$ cat config.mk
export PLATFORM = sky130hd
export DESIGN_NAME = timed_slot_allocator
export DESIGN_NICKNAME = d
export VERILOG_FILES = /design/src/hw/rtl/tsa_pkg.sv /design/src/hw/rtl/tsa_ram.sv /design/src/hw/rtl/tsa_ctrl.sv /design/src/hw/rtl/tsa_datapath.sv /design/src/hw/rtl/timed_slot_allocator.sv
export SDC_FILE = /design/constraint.sdc
export NUM_CORES = 2
export LEC_CHECK = 0
export BUFFER_PORTS_ARGS = -buffer_cell sky130_fd_sc_hd__buf_2
export CAP_MARGIN = 40
export CORE_MARGIN = 2
export CORE_UTILIZATION = 33
export DETAILED_ROUTE_END_ITERATION = 8
export GPL_TIMING_DRIVEN = 0
export PLACE_DENSITY_LB_ADDON = 0.1
export SYNTH_ARGS = -nofsm -noshare
export SYNTH_HDL_FRONTEND = slang
export SYNTH_SLANG_ARGS = --single-unit
$ cat constraint.sdc
create_clock -name clk -period 14.48 [get_ports clk]
set_clock_uncertainty 0.15 [all_clocks]
set_input_delay 2.896 -clock clk [delete_from_list [all_inputs] [get_ports clk]]
set_output_delay 2.896 -clock clk [all_outputs]
set_load 0.02 [all_outputs]
$ cat src/hw/rtl/tsa_pkg.sv
// ----------------------------------------------------------------------------
// tsa_pkg
// Shared types and constants for the timed slot allocator: field widths,
// register indexes, controller states and the command/status bundles.
// ----------------------------------------------------------------------------
package tsa_pkg;

  localparam int TIME_W    = 32;
  localparam int LIFE_W    = 24;
  localparam int CFG_W     = 6;
  localparam int SLOT_IDX_W = 5;

  // Register indexes on the configuration port
  localparam logic REG_SLOT_COUNT      = 1'b0;
  localparam logic REG_OVERFLOW_POLICY = 1'b1;

  // Overflow policy codes
  localparam logic POLICY_DROP_NEWEST   = 1'b0;
  localparam logic POLICY_REPLACE_OLDEST = 1'b1;

  typedef enum logic [1:0] {
    ST_IDLE,
    ST_SCAN,
    ST_OLDEST,
    ST_FINISH
  } state_t;

  // Controller to datapath
  typedef struct packed {
    logic load;       // capture request, start expiry scan at the pointer
    logic scan;       // expiry scan phase active
    logic take_hit;   // grant the slot under check
    logic take_drop;  // refuse the request
    logic old_init;   // restart reads at slot zero for the oldest search
    logic old;        // oldest search phase active
    logic take_old;   // grant the oldest slot as an eviction
    logic commit;     // write the slot and load the output register
  } cmd_t;

  // Datapath to controller
  typedef struct packed {
    logic hit;        // checked slot is free or expired
    logic chk_end;    // checked slot is the last one of the pass
    logic policy;     // overflow policy register
    logic out_free;   // output register can take a word this cycle
  } status_t;

endpackage

$ cat src/hw/rtl/tsa_ram.sv
// ----------------------------------------------------------------------------
// tsa_ram
// Generic single-write, single-read RAM with registered read data.
// ----------------------------------------------------------------------------
module tsa_ram #(
  parameter int WIDTH = 56,
  parameter int DEPTH = 32
) (
  input  logic                                   clk,
  input  logic                                   we,
  input  logic [(DEPTH > 1 ? $clog2(DEPTH) : 1)-1:0] waddr,
  input  logic [WIDTH-1:0]                       wdata,
  input  logic [(DEPTH > 1 ? $clog2(DEPTH) : 1)-1:0] raddr,
  output logic [WIDTH-1:0]                       rdata
);

  logic [WIDTH-1:0] mem [DEPTH];

  // Write port and registered read port
  always_ff @(posedge clk) begin
    if (we) begin
      mem[waddr] <= wdata;
    end
    rdata <= mem[raddr];
  end

endmodule

$ cat src/hw/rtl/tsa_ctrl.sv
// ----------------------------------------------------------------------------
// tsa_ctrl
// Sequencer for one request: expiry scan, optional oldest search, then
// commit of the result into the slot store and the output register.
// ----------------------------------------------------------------------------
module tsa_ctrl (
  input  logic             clk,
  input  logic             rst,
  input  logic             in_valid,
  output logic             in_ready,
  input  tsa_pkg::status_t status,
  output tsa_pkg::cmd_t    cmd,
  output tsa_pkg::state_t  state
);

  import tsa_pkg::*;

  state_t state_next;

  // State register
  always_ff @(posedge clk) begin
    if (rst) begin
      state <= ST_IDLE;
    end else begin
      state <= state_next;
    end
  end

  // Next state and commands
  always_comb begin
    state_next = state;
    cmd        = '0;
    in_ready   = 1'b0;
    case (state)
      ST_IDLE: begin
        in_ready = 1'b1;
        if (in_valid) begin
          cmd.load   = 1'b1;
          state_next = ST_SCAN;
        end
      end
      ST_SCAN: begin
        cmd.scan = 1'b1;
        if (status.hit) begin
          cmd.take_hit = 1'b1;
          state_next   = ST_FINISH;
        end else if (status.chk_end) begin
          if (status.policy == POLICY_REPLACE_OLDEST) begin
            cmd.old_init = 1'b1;
            state_next   = ST_OLDEST;
          end else begin
            cmd.take_drop = 1'b1;
            state_next    = ST_FINISH;
          end
        end
      end
      ST_OLDEST: begin
        cmd.old = 1'b1;
        if (status.chk_end) begin
          cmd.take_old = 1'b1;
          state_next   = ST_FINISH;
        end
      end
      ST_FINISH: begin
        if (status.out_free) begin
          cmd.commit = 1'b1;
          state_next = ST_IDLE;
        end
      end
      default: begin
        state_next = ST_IDLE;
      end
    endcase
  end

endmodule

$ cat src/hw/rtl/tsa_datapath.sv
// ----------------------------------------------------------------------------
// tsa_datapath
// Configuration registers, slot store with per-slot valid bits, read
// address sequencing, expiry and oldest checks, and the output register.
// ----------------------------------------------------------------------------
module tsa_datapath #(
  parameter int MAX_SLOTS = 32
) (
  input  logic                             clk,
  input  logic                             rst,
  input  logic                             cfg_we,
  input  logic                             cfg_index,
  input  logic [tsa_pkg::CFG_W-1:0]        cfg_data,
  input  logic [tsa_pkg::TIME_W-1:0]       current_time,
  input  logic [tsa_pkg::LIFE_W-1:0]       lifetime,
  input  tsa_pkg::cmd_t                    cmd,
  output tsa_pkg::status_t                 status,
  output logic                             out_valid,
  input  logic                             out_ready,
  output logic                             granted,
  output logic [tsa_pkg::SLOT_IDX_W-1:0]   slot_index,
  output logic                             evicted
);

  import tsa_pkg::*;

  localparam int IW = (MAX_SLOTS > 1) ? $clog2(MAX_SLOTS) : 1;
  localparam int CW = $clog2(MAX_SLOTS + 1);
  localparam int SW = (CFG_W + 1 > CW) ? CFG_W + 1 : CW;
  localparam int DW = TIME_W + LIFE_W;

  // Configuration
  logic [CFG_W-1:0] slot_count;
  logic             policy;
  logic [SW-1:0]    count_wide;
  logic [CW-1:0]    n_eff;

  // Request and search state
  logic [TIME_W-1:0]  now_q;
  logic [LIFE_W-1:0]  life_q;
  logic [IW-1:0]      ptr;
  logic [IW-1:0]      addr;
  logic [CW-1:0]      cnt;
  logic               issue;
  logic [IW-1:0]      addr_inc;
  logic [MAX_SLOTS-1:0] vld;

  // Check stage
  logic               chk_vld;
  logic               chk_last;
  logic [IW-1:0]      chk_idx;
  logic               chk_bit;
  logic [DW-1:0]      rd_data;
  logic [TIME_W-1:0]  rd_start;
  logic [LIFE_W-1:0]  rd_life;
  logic [TIME_W:0]    rd_end;
  logic               expired;

  // Oldest search
  logic [TIME_W-1:0]  best_start;
  logic [IW-1:0]      best_idx;
  logic               best_first;
  logic               best_take;
  logic [IW-1:0]      best_idx_next;

  // Result under construction
  logic               res_grant;
  logic               res_evict;
  logic [IW-1:0]      pick;
  logic [IW-1:0]      pick_inc;

  // Clamp the slot count to 1..MAX_SLOTS
  always_comb begin
    count_wide = SW'(slot_count);
    if (count_wide == '0) begin
      n_eff = CW'(1);
    end else if (count_wide > SW'(MAX_SLOTS)) begin
      n_eff = CW'(MAX_SLOTS);
    end else begin
      n_eff = CW'(count_wide);
    end
  end

  // Configuration registers
  always_ff @(posedge clk) begin
    if (rst) begin
      slot_count <= CFG_W'(1);
      policy     <= POLICY_DROP_NEWEST;
    end else if (cfg_we) begin
      case (cfg_index)
        REG_SLOT_COUNT:      slot_count <= cfg_data;
        REG_OVERFLOW_POLICY: policy     <= cfg_data[0];
        default: ;
      endcase
    end
  end

  // Issue one read per cycle while a pass is running
  assign issue    = (cmd.scan || cmd.old) && (cnt < n_eff);
  assign addr_inc = (CW'(addr) + CW'(1) == n_eff) ? '0 : IW'(CW'(addr) + CW'(1));

  always_ff @(posedge clk) begin
    if (cmd.load) begin
      addr <= ptr;
      cnt  <= '0;
    end else if (cmd.old_init) begin
      addr <= '0;
      cnt  <= '0;
    end else if (issue) begin
      addr <= addr_inc;
      cnt  <= cnt + CW'(1);
    end
  end

  // Capture the request
  always_ff @(posedge clk) begin
    if (cmd.load) begin
      now_q  <= current_time;
      life_q <= lifetime;
    end
  end

  // Slot store
  tsa_ram #(
    .WIDTH (DW),
    .DEPTH (MAX_SLOTS)
  ) u_store (
    .clk   (clk),
    .we    (cmd.commit && res_grant),
    .waddr (pick),
    .wdata ({now_q, life_q}),
    .raddr (addr),
    .rdata (rd_data)
  );

  // Per-slot valid bits: an invalid slot reads as free
  always_ff @(posedge clk) begin
    if (rst || (cfg_we && cfg_index == REG_SLOT_COUNT)) begin
      vld <= '0;
    end else if (cmd.commit && res_grant) begin
      vld[pick] <= 1'b1;
    end
  end

  // Track the read in flight alongside the RAM latency
  always_ff @(posedge clk) begin
    if (rst) begin
      chk_vld <= 1'b0;
    end else begin
      chk_vld <= issue;
    end
  end

  always_ff @(posedge clk) begin
    chk_idx  <= addr;
    chk_last <= (cnt == n_eff - CW'(1));
    chk_bit  <= vld[addr];
  end

  // Expiry check on the slot just read
  assign rd_start = chk_bit ? rd_data[DW-1:LIFE_W] : '0;
  assign rd_life  = rd_data[LIFE_W-1:0];
  assign rd_end   = {1'b0, rd_start} + (TIME_W+1)'(rd_life);
  assign expired  = (rd_start == '0) || ({1'b0, now_q} >= rd_end);

  assign status.hit      = chk_vld && expired;
  assign status.chk_end  = chk_vld && chk_last;
  assign status.policy   = policy;
  assign status.out_free = !out_valid || out_ready;

  // Oldest search: strict compare keeps the lowest index on ties
  assign best_take     = best_first || (rd_start < best_start);
  assign best_idx_next = best_take ? chk_idx : best_idx;

  always_ff @(posedge clk) begin
    if (cmd.old_init) begin
      best_first <= 1'b1;
    end else if (cmd.old && chk_vld) begin
      best_first <= 1'b0;
      if (best_take) begin
        best_start <= rd_start;
        best_idx   <= chk_idx;
      end
    end
  end

  // Latch the outcome of the search
  always_ff @(posedge clk) begin
    if (cmd.take_hit) begin
      res_grant <= 1'b1;
      res_evict <= 1'b0;
      pick      <= chk_idx;
    end else if (cmd.take_old) begin
      res_grant <= 1'b1;
      res_evict <= 1'b1;
      pick      <= best_idx_next;
    end else if (cmd.take_drop) begin
      res_grant <= 1'b0;
      res_evict <= 1'b0;
      pick      <= '0;
    end
  end

  // Advance the search pointer past a granted slot
  assign pick_inc = (CW'(pick) + CW'(1) == n_eff) ? '0 : IW'(CW'(pick) + CW'(1));

  always_ff @(posedge clk) begin
    if (rst || (cfg_we && cfg_index == REG_SLOT_COUNT)) begin
      ptr <= '0;
    end else if (cmd.commit && res_grant) begin
      ptr <= pick_inc;
    end
  end

  // Output register: hold the word until the receiver takes it
  always_ff @(posedge clk) begin
    if (rst) begin
      out_valid <= 1'b0;
    end else if (cmd.commit) begin
      out_valid <= 1'b1;
    end else if (out_ready) begin
      out_valid <= 1'b0;
    end
  end

  always_ff @(posedge clk) begin
    if (cmd.commit) begin
      granted    <= res_grant;
      evicted    <= res_evict;
      slot_index <= SLOT_IDX_W'(pick);
    end
  end

endmodule

$ cat src/hw/rtl/timed_slot_allocator.sv
// ----------------------------------------------------------------------------
// timed_slot_allocator
// Round-robin slot allocator with expiry and an optional replace-oldest
// policy when every slot is busy.
// ----------------------------------------------------------------------------
// Usage:
//   Input channel (in_valid/in_ready) carries one request word: current_time
//   and lifetime. Output channel (out_valid/out_ready) returns one word per
//   request: granted, slot_index, evicted.
//   Configuration: cfg_we writes cfg_data to register cfg_index at the clock
//   edge (0 slot_count, 1 overflow_policy). Writing slot_count frees every
//   slot and resets the search pointer. Write only while the block is idle.
// Timing:
//   Requests are handled one at a time, one slot checked per cycle. A
//   request is granted at the first free or expired slot found; a dropped
//   one checks all N active slots, and one that runs the oldest search
//   checks all N and then reads all N again from slot zero. With the output
//   register free the result word appears in the same cycle that the next
//   request can be accepted. The slot store's single read port sets the rate.
// Reset and stalls:
//   rst (synchronous) frees all slots, sets slot_count to 1 and the drop
//   policy. The result sits in an output register; the next request is
//   accepted while it waits, and its commit holds until the register is free.
// ----------------------------------------------------------------------------
module timed_slot_allocator #(
  parameter int MAX_SLOTS = 32
) (
  input  logic                           clk,
  input  logic                           rst,
  input  logic                           cfg_we,
  input  logic                           cfg_index,
  input  logic [tsa_pkg::CFG_W-1:0]      cfg_data,
  input  logic                           in_valid,
  output logic                           in_ready,
  input  logic [tsa_pkg::TIME_W-1:0]     current_time,
  input  logic [tsa_pkg::LIFE_W-1:0]     lifetime,
  output logic                           out_valid,
  input  logic                           out_ready,
  output logic                           granted,
  output logic [tsa_pkg::SLOT_IDX_W-1:0] slot_index,
  output logic                           evicted
);

  import tsa_pkg::*;

  cmd_t    cmd;
  status_t status;
  state_t  state;

  tsa_ctrl u_ctrl (
    .clk      (clk),
    .rst      (rst),
    .in_valid (in_valid),
    .in_ready (in_ready),
    .status   (status),
    .cmd      (cmd),
    .state    (state)
  );

  tsa_datapath #(
    .MAX_SLOTS (MAX_SLOTS)
  ) u_datapath (
    .clk          (clk),
    .rst          (rst),
    .cfg_we       (cfg_we),
    .cfg_index    (cfg_index),
    .cfg_data     (cfg_data),
    .current_time (current_time),
    .lifetime     (lifetime),
    .cmd          (cmd),
    .status       (status),
    .out_valid    (out_valid),
    .out_ready    (out_ready),
    .granted      (granted),
    .slot_index   (slot_index),
    .evicted      (evicted)
  );

  // A refused request reports no slot and no eviction
  a_drop_clean: assert property (@(posedge clk) disable iff (rst)
    (out_valid && !granted) |-> (slot_index == '0 && !evicted))
    else $error("dropped request carries slot or eviction");

  // An accepted request keeps the block busy on the next cycle
  a_busy_after_accept: assert property (@(posedge clk) disable iff (rst)
    (in_valid && in_ready) |=> !in_ready)
    else $error("input accepted again while a request is in progress");

  // A new result word appears only from the finish step
  a_out_from_finish: assert property (@(posedge clk) disable iff (rst)
    $rose(out_valid) |-> $past(state == ST_FINISH))
    else $error("output loaded outside the finish step");

  // An eviction is only reported from the oldest search
  a_evict_path: assert property (@(posedge clk) disable iff (rst)
    cmd.take_old |-> (state == ST_OLDEST && status.policy == POLICY_REPLACE_OLDEST))
    else $error("eviction taken outside replace-oldest search");

endmodule
# Word level (Yosys, flattened, before mapping)
# Memory sizes are Yosys's and may differ from the RTL's. A register that Yosys moved wholly into a read port is not among the register bits.
# Index checks and enable logic that the tools add are counted.
[totals]
latch_bits = 0
ramBits = 1792
romBits = 0
reg_bits = 174
mem_count = 1
word_cells = 118
out_inout_bits = 9
[op_classes]
magnitude_cmp = 7
shifts = 0
n_eq_ne = 10
n_bitwise = 3
mul = 0
n_mux = 42
n_addsub = 5
n_div = 0
reduce_logical = 27
[memory_table]
columns = ["memory", "words", "word_bits", "rd", "rd_clocked_by_memory_dff", "write_ports", "line", "rtl"]
rows = [
  ["u_datapath.u_store.mem", 32, 56, 1, 1, 1, "tsa_ram.sv:17", "logic [WIDTH-1:0] mem [DEPTH];"],
]
[ops]
columns = ["op", "count"]
rows = [
  ["2-to-1 mux 5 bit", 9],
  ["adder 32 x 24 -> 33 bit", 1],
  [">= comparator 32 x 33 -> 1 bit", 1],
  ["logical NOT 32 bit", 1],
  ["< comparator 32 bit", 1],
  ["2-to-1 mux 32 bit", 1],
  ["bitwise OR 32 bit", 1],
  ["equality test 6 bit", 3],
  ["2-to-1 mux 1 bit", 18],
  ["2-to-1 mux 2 bit", 8],
  ["adder 5 x 1 -> 6 bit, second input constant", 2],
  ["< comparator 5 x 6 -> 1 bit, second input constant", 2],
  ["2-to-1 mux 6 bit", 2],
  ["one-hot mux 2 bit (4 select lines)", 1],
  ["logical AND 1 bit", 7],
  ["adder 6 x 1 -> 6 bit, second input constant", 1],
  ["> comparator 6 bit, second input constant", 1],
  ["logical NOT 6 bit", 1],
  ["< comparator 6 bit", 1],
  ["inequality test 2 bit, second input constant", 3],
  ["AND reduction 2 bit", 3],
  ["nonzero test 3 bit", 2],
  ["subtractor 6 x 1 -> 6 bit, second input constant", 1],
  ["binary-select mux 1 bit (select 5 bit)", 1],
  ["14 further kinds", 22],
]

# Depth between registers and ports, before layout
[logic_depth]
ltp_word = 12
mapped_depth = 26
depth_no_buf = 23

# Cells and area by module
# A second synthesis with hierarchy kept.
[hier_totals]
cells_unflattened = 4874
area_unflattened_um2 = 80777.5
[by_module_without_submodules]
columns = ["module", "cells_per_inst", "area_per_inst_um2", "instances", "seq_area_each_um2"]
rows = [
  ["tsa_ram", 3917, 70796.6, 1, 54932.7],
  ["tsa_datapath", 930, 9709.3, 1, 4544.4],
  ["tsa_ctrl", 27, 271.5, 1, 40.0],
]

# Least setup slack after synthesis
# OpenSTA, ideal clock, no wires.
[synth_timing]
kind = "register -> register"
from = "register u_datapath.chk_bit"
to = "register u_datapath.best_start[0], enable pin"
arrival_time_ns = 7.053
n_path_buf = 5
setup_slack_ns = 6.816
path_stages_with_launch = 25
path_cell_list = "dfxtp_1 > buf_6 > buf_6 > buf_4 > clkbuf_1 > clkbuf_1 > and2_1 > ha_1 > nand3_1 > a21oi_1 > o2111ai_1 > o211ai_4 > a311oi_4 > a211oi_2 > o41ai_4 > nor2_1 > xnor2_1 > ha_1 > nand4_1 > nor4_1 > nand2_1 > o311a_1 > o31ai_2 > nor2_1 > nor3_1"
[synth_between]
elab_chain_len = 9
[synth_rtl]
columns = ["item", "line", "rtl"]
rows = [
  ["from (decl)", "tsa_datapath.sv:52", "logic chk_bit;"],
  ["from (signal assigned)", "tsa_datapath.sv:157", "chk_bit <= vld[addr];"],
  ["2-to-1 mux 32 bit *", "tsa_datapath.sv:161", "assign rd_start = chk_bit ? rd_data[DW-1:LIFE_W] : '0;"],
  ["named net u_datapath.rd_start[8]", "tsa_datapath.sv:54", "logic [TIME_W-1:0] rd_start;"],
  ["adder 32 x 24 -> 33 bit", "tsa_datapath.sv:163", "assign rd_end = {1'b0, rd_start} + (TIME_W+1)'(rd_life);"],
  [">= comparator 32 x 33 -> 1 bit", "tsa_datapath.sv:164", "assign expired = (rd_start == '0) || ({1'b0, now_q} >= rd_end);"],
  ["logical OR 1 bit", "tsa_datapath.sv:164", ""],
  ["logical AND 1 bit", "tsa_datapath.sv:166", "assign status.hit = chk_vld && expired;"],
  ["2-to-1 mux 2 bit", "tsa_ctrl.sv:44", "if (status.hit) begin"],
  ["2-to-1 mux 4 bit", "tsa_ctrl.sv:34", "case (state)"],
  ["NOT 1 bit (no line)", "-", ""],
  ["AND reduction 3 bit (no line) *", "-", ""],
  ["to (signal assigned)", "tsa_datapath.sv:181", "best_start <= rd_start;"],
  ["to (decl)", "tsa_datapath.sv:60", "logic [TIME_W-1:0] best_start;"],
]
# Mark *: on every way through the listed nets, which the timed path passes. The rest lies on a longest branch.
# A chain may end at the register's enable or synchronous reset.

# Final worst setup path
[layout_timing]
from = "register u_datapath.chk_bit"
to = "register u_datapath.best_start[1], enable pin"
# The elaborated chain is that of the path after synthesis.

==> reports/results.tsv <==
stage	metric	value	unit
logic_synthesis	syn_nets	4648	
drt	viasPerCell	5.14	
drt	routed_wl	243	mm
setup_path	slowest_stage	a2111oi_0	
clock_network	cts_hold_buf	0	
timing	worst_slew_pin_slew	0.935	ns
layout	drive_above_1_share	20.8	%
clock_network	cts_max_level	4	
pwr	powerDensity	195	nW/um^2
timing	finalSetupViolCount	0	
timing	hold_viol_final	0	
logic_synthesis	yosysSeqAreaShare	74.7	%
clock_network	cts_resized	0	
global_routing	grt_overflow	0	
setup_path	worstPathMaxFanout	10	
layout	synthToLayoutAreaGrowth	20.9	%
setup_path	ff2ff_setup_slack	6.37	ns
setup_path	endpoint_kind	flop	
floorplan	dieArea	245000	sq um
worst_hold_path	min_to	u_datapath.chk_idx[3]$_DFF_P_	
drt	dr_total_vias	43300	
drt	first_pass_iters	5	
logic_synthesis	syn_inst	4484	
clock_network	clock_path_buffers	3	
timing	setup_slack	6.37	ns
floorplan	initial_core_util	33.1	%
run_status	outcome	completed	
global_routing	grt_antenna_before_repair	22	
setup_path	worstRegToRegCells	30	
pwr	internal-power	12300	uW
drt	detail_route.drc_violations	0	
logic_synthesis	synth_most_common_cell	edfxtp_1	
logic_synthesis	synth_flop_cell	edfxtp_1	
floorplan	coreArea	240000	sq um
pwr	vdd_ir_drop_max	136	uV
clock_network	cts.sinks	2022	
timing	fmax	123	MHz
setup_path	crit_top_cell	buf_6	
logic_synthesis	yosys.area.top_type_share	71.7	%
logic_synthesis	synth-edff-count	1902	
drt	drtIter0Drc	3953	
placed_design	gp_congestion	0.817	
logic_synthesis	yosysTopAreaCell	edfxtp_1	
worst_hold_path	hold_depth	0	
floorplan	die-height	495	um
pwr	seqPwrFrac	38.0	%
logic_synthesis	ys_types	83	
pwr	p_leak	0.0318	uW
timing	slew_violations	0	
setup_path	path_delay_family	compound AO/OA/AOI/OAI gates	
setup_path	worst-setup-path-type	flop to flop	
setup_path	crit_required	14.94	ns
timing	max_slew_margin	37.7	%
logic_synthesis	ys_top_cells_by_count	1902 x edfxtp_1, 345 x mux2i_1, 302 x nand2_1, 228 x a21oi_1, 228 x mux4_2	
drt	drtAntennaViolNets	0	
setup_path	crit_path_start_kind	flop	
setup_path	critPathArrivalTime	8.57	ns
worst_hold_path	min_from	u_datapath.addr[3]$_DFFE_PP_	
placed_design	dp_hpwl	179	mm
worst_hold_path	min_path_type	flop to flop	
drt	wl_per_cell	28.9	um
floorplan	die_width	495	um
global_routing	grt_pass1_vias	43300	
setup_path	r2r_end	u_datapath.best_start[1]$_DFFE_PP_	
pwr	clockPowerShare	29.5	%
setup_path	timing.rr.start	u_datapath.chk_bit$_DFF_P_	
layout	final_nets	5208	
timing	setup_tns	0	ns
floorplan	ios	77	
pwr	p_switching	6480	uW
floorplan	rows	180	
global_routing	grt_max_degree	34	
clock_network	insertion_delay	0.87	ns
global_routing	grt_pass1_wl	340	mm
timing	fin_crit_sh	56.0	%
logic_synthesis	synthTopCellsByArea	edfxtp_1 72%, mux4_2 6.4%, mux2i_1 4.3%	
placed_design	portBuffers	76	
clock_network	post-cts-setup-buffers	0	
global_routing	grt_util_all_layers	19.7	%
timing	rsz0062_at_grt	no	
clock_network	cts_tree	yes	
placed_design	pre_cts_slack	6.41	ns
clock_network	clk_pin_slew	0.06	ns
logic_synthesis	syn_area	79600	sq um
run	maxCapViolCount	0	
logic_synthesis	synth_warnings	0	
logic_synthesis	ys_ff_latch	2022	
setup_path	max_stage_delay	0.70	ns
logic_synthesis	syn_area_per_cell	17.8	sq um
pwr	combinationalPowerShare	32.5	%
pwr	swShare	34.5	%
logic_synthesis	synthArstFlopShare	0	%
clock_network	root_buffer	clkbuf_16	
clock_network	cts_buffers	220	
timing	period_minus_slack	8.11	ns
layout	nFillCells	21700	
setup_path	critPathBufInv	9	
[flip-flops by register name, indices dropped and copies added, names as in the netlist, 6 cells and up]
signal / count
u_datapath.best_start: 32
u_datapath.cnt: 6
u_datapath.life_q: 24
u_datapath.now_q: 32
u_datapath.slot_count: 6
u_datapath.u_store.mem: 1792
u_datapath.u_store.rdata: 56
u_datapath.vld: 32
[worst max-delay path by stage]
stage | from | endpoint | cells after the start
3_5_place_dp | u_datapath.chk_bit$_DFF_P_ | u_datapath.best_start[1]$_DFFE_PP_ | 30
6_report | u_datapath.chk_bit$_DFF_P_ | u_datapath.best_start[1]$_DFFE_PP_ | 30
2_1_floorplan | u_datapath.chk_bit$_DFF_P_ | u_datapath.best_start[0]$_DFFE_PP_ | 24
3_3_place_gp | u_datapath.chk_bit$_DFF_P_ | u_datapath.best_start[0]$_DFFE_PP_ | 24
5_1_grt | u_datapath.chk_bit$_DFF_P_ | u_datapath.best_start[1]$_DFFE_PP_ | 30
4_1_cts | u_datapath.chk_bit$_DFF_P_ | u_datapath.best_start[1]$_DFFE_PP_ | 30
[final cells by class]
cell class / instances / area [sq um] / share of cell area, %
Clock inverter: 105 / 997 / 1.04
Timing Repair Buffer: 338 / 5330 / 5.54
Multi-Input combinational cell: 2177 / 19200 / 20.0
Inverter: 62 / 238 / 0.247
Buffer: 223 / 898 / 0.933
Sequential cell: 2022 / 59500 / 61.8
Antenna cell: 5 / 12.5 / 0.0130
Clock buffer: 306 / 6060 / 6.30
Tap cell: 3185 / 3990 / 4.14
[cells in the final DEF, fill, tap and decap left out, drive strengths merged, types with 140 or more instances in the layout]
master,count
o221ai,171
nand2,306
a21oi,228
buf,415
nor2,140
mux2i,345
o21ai,205
clkbuf,452
mux4,228
edfxtp,1902
[metrics by stage]
stage | instance area (sq um) | total power (uW) | hold slack (ns) | util, % | instances
floorplan | 79600 | 10400 | 0.196 | - | 4484
global placement | 84000 | 12900 | 0.215 | 35.0 | 7745
detailed placement | 89200 | 13500 | 0.207 | 37.1 | 8004
CTS | 96200 | 19100 | 0.216 | 40.0 | 8415
global route | 96300 | 19600 | 0.237 | 40.1 | 8419
finish | 96300 | 18800 | 0.215 | 40.1 | 8423
[kinds of logic (layout without fill, tap and decap cells)]
kind of cell | after synthesis | after routing | share of synthesized area (%)
other | 0 | 5 | 0
flip-flops | 2022 | 2022 | 74.7
adder cells (fa/ha/maj) | 99 | 99 | 1.56
AO/OA/AOI/OAI | 741 | 741 | 5.95
buffers and inverters | 285 | 1034 | 1.40
XOR/XNOR | 59 | 59 | 0.649
multiplexers | 692 | 692 | 12.5
AND/OR/NAND/NOR | 586 | 586 | 3.24
[layer usage]
| metal | track usage, % | wire length (um) | vias to the layer above |
|---|---|---|---|
| met5 | 0 | 0 | - |
| li1 | - | - | 19200 |
| met2 | 32.1 | 116000 | 1066 |
| met3 | 2.58 | 11800 | 261 |
| met4 | 4.10 | 4330 | 0 |
| met1 | 28.2 | 111000 | 22900 |
[power by group through the flow]
stage                     Combinational, uW  Sequential (uW)  Clock (uW)
after floorplan                        3210             7220           0
after CTS                              6210             7160        5680
after detailed placement               6180             7280           0
final                                  6120             7140        5540
after global placement                 5410             7520           0
after global routing                   6570             7160        5900
(Power assumes the default switching activity.)
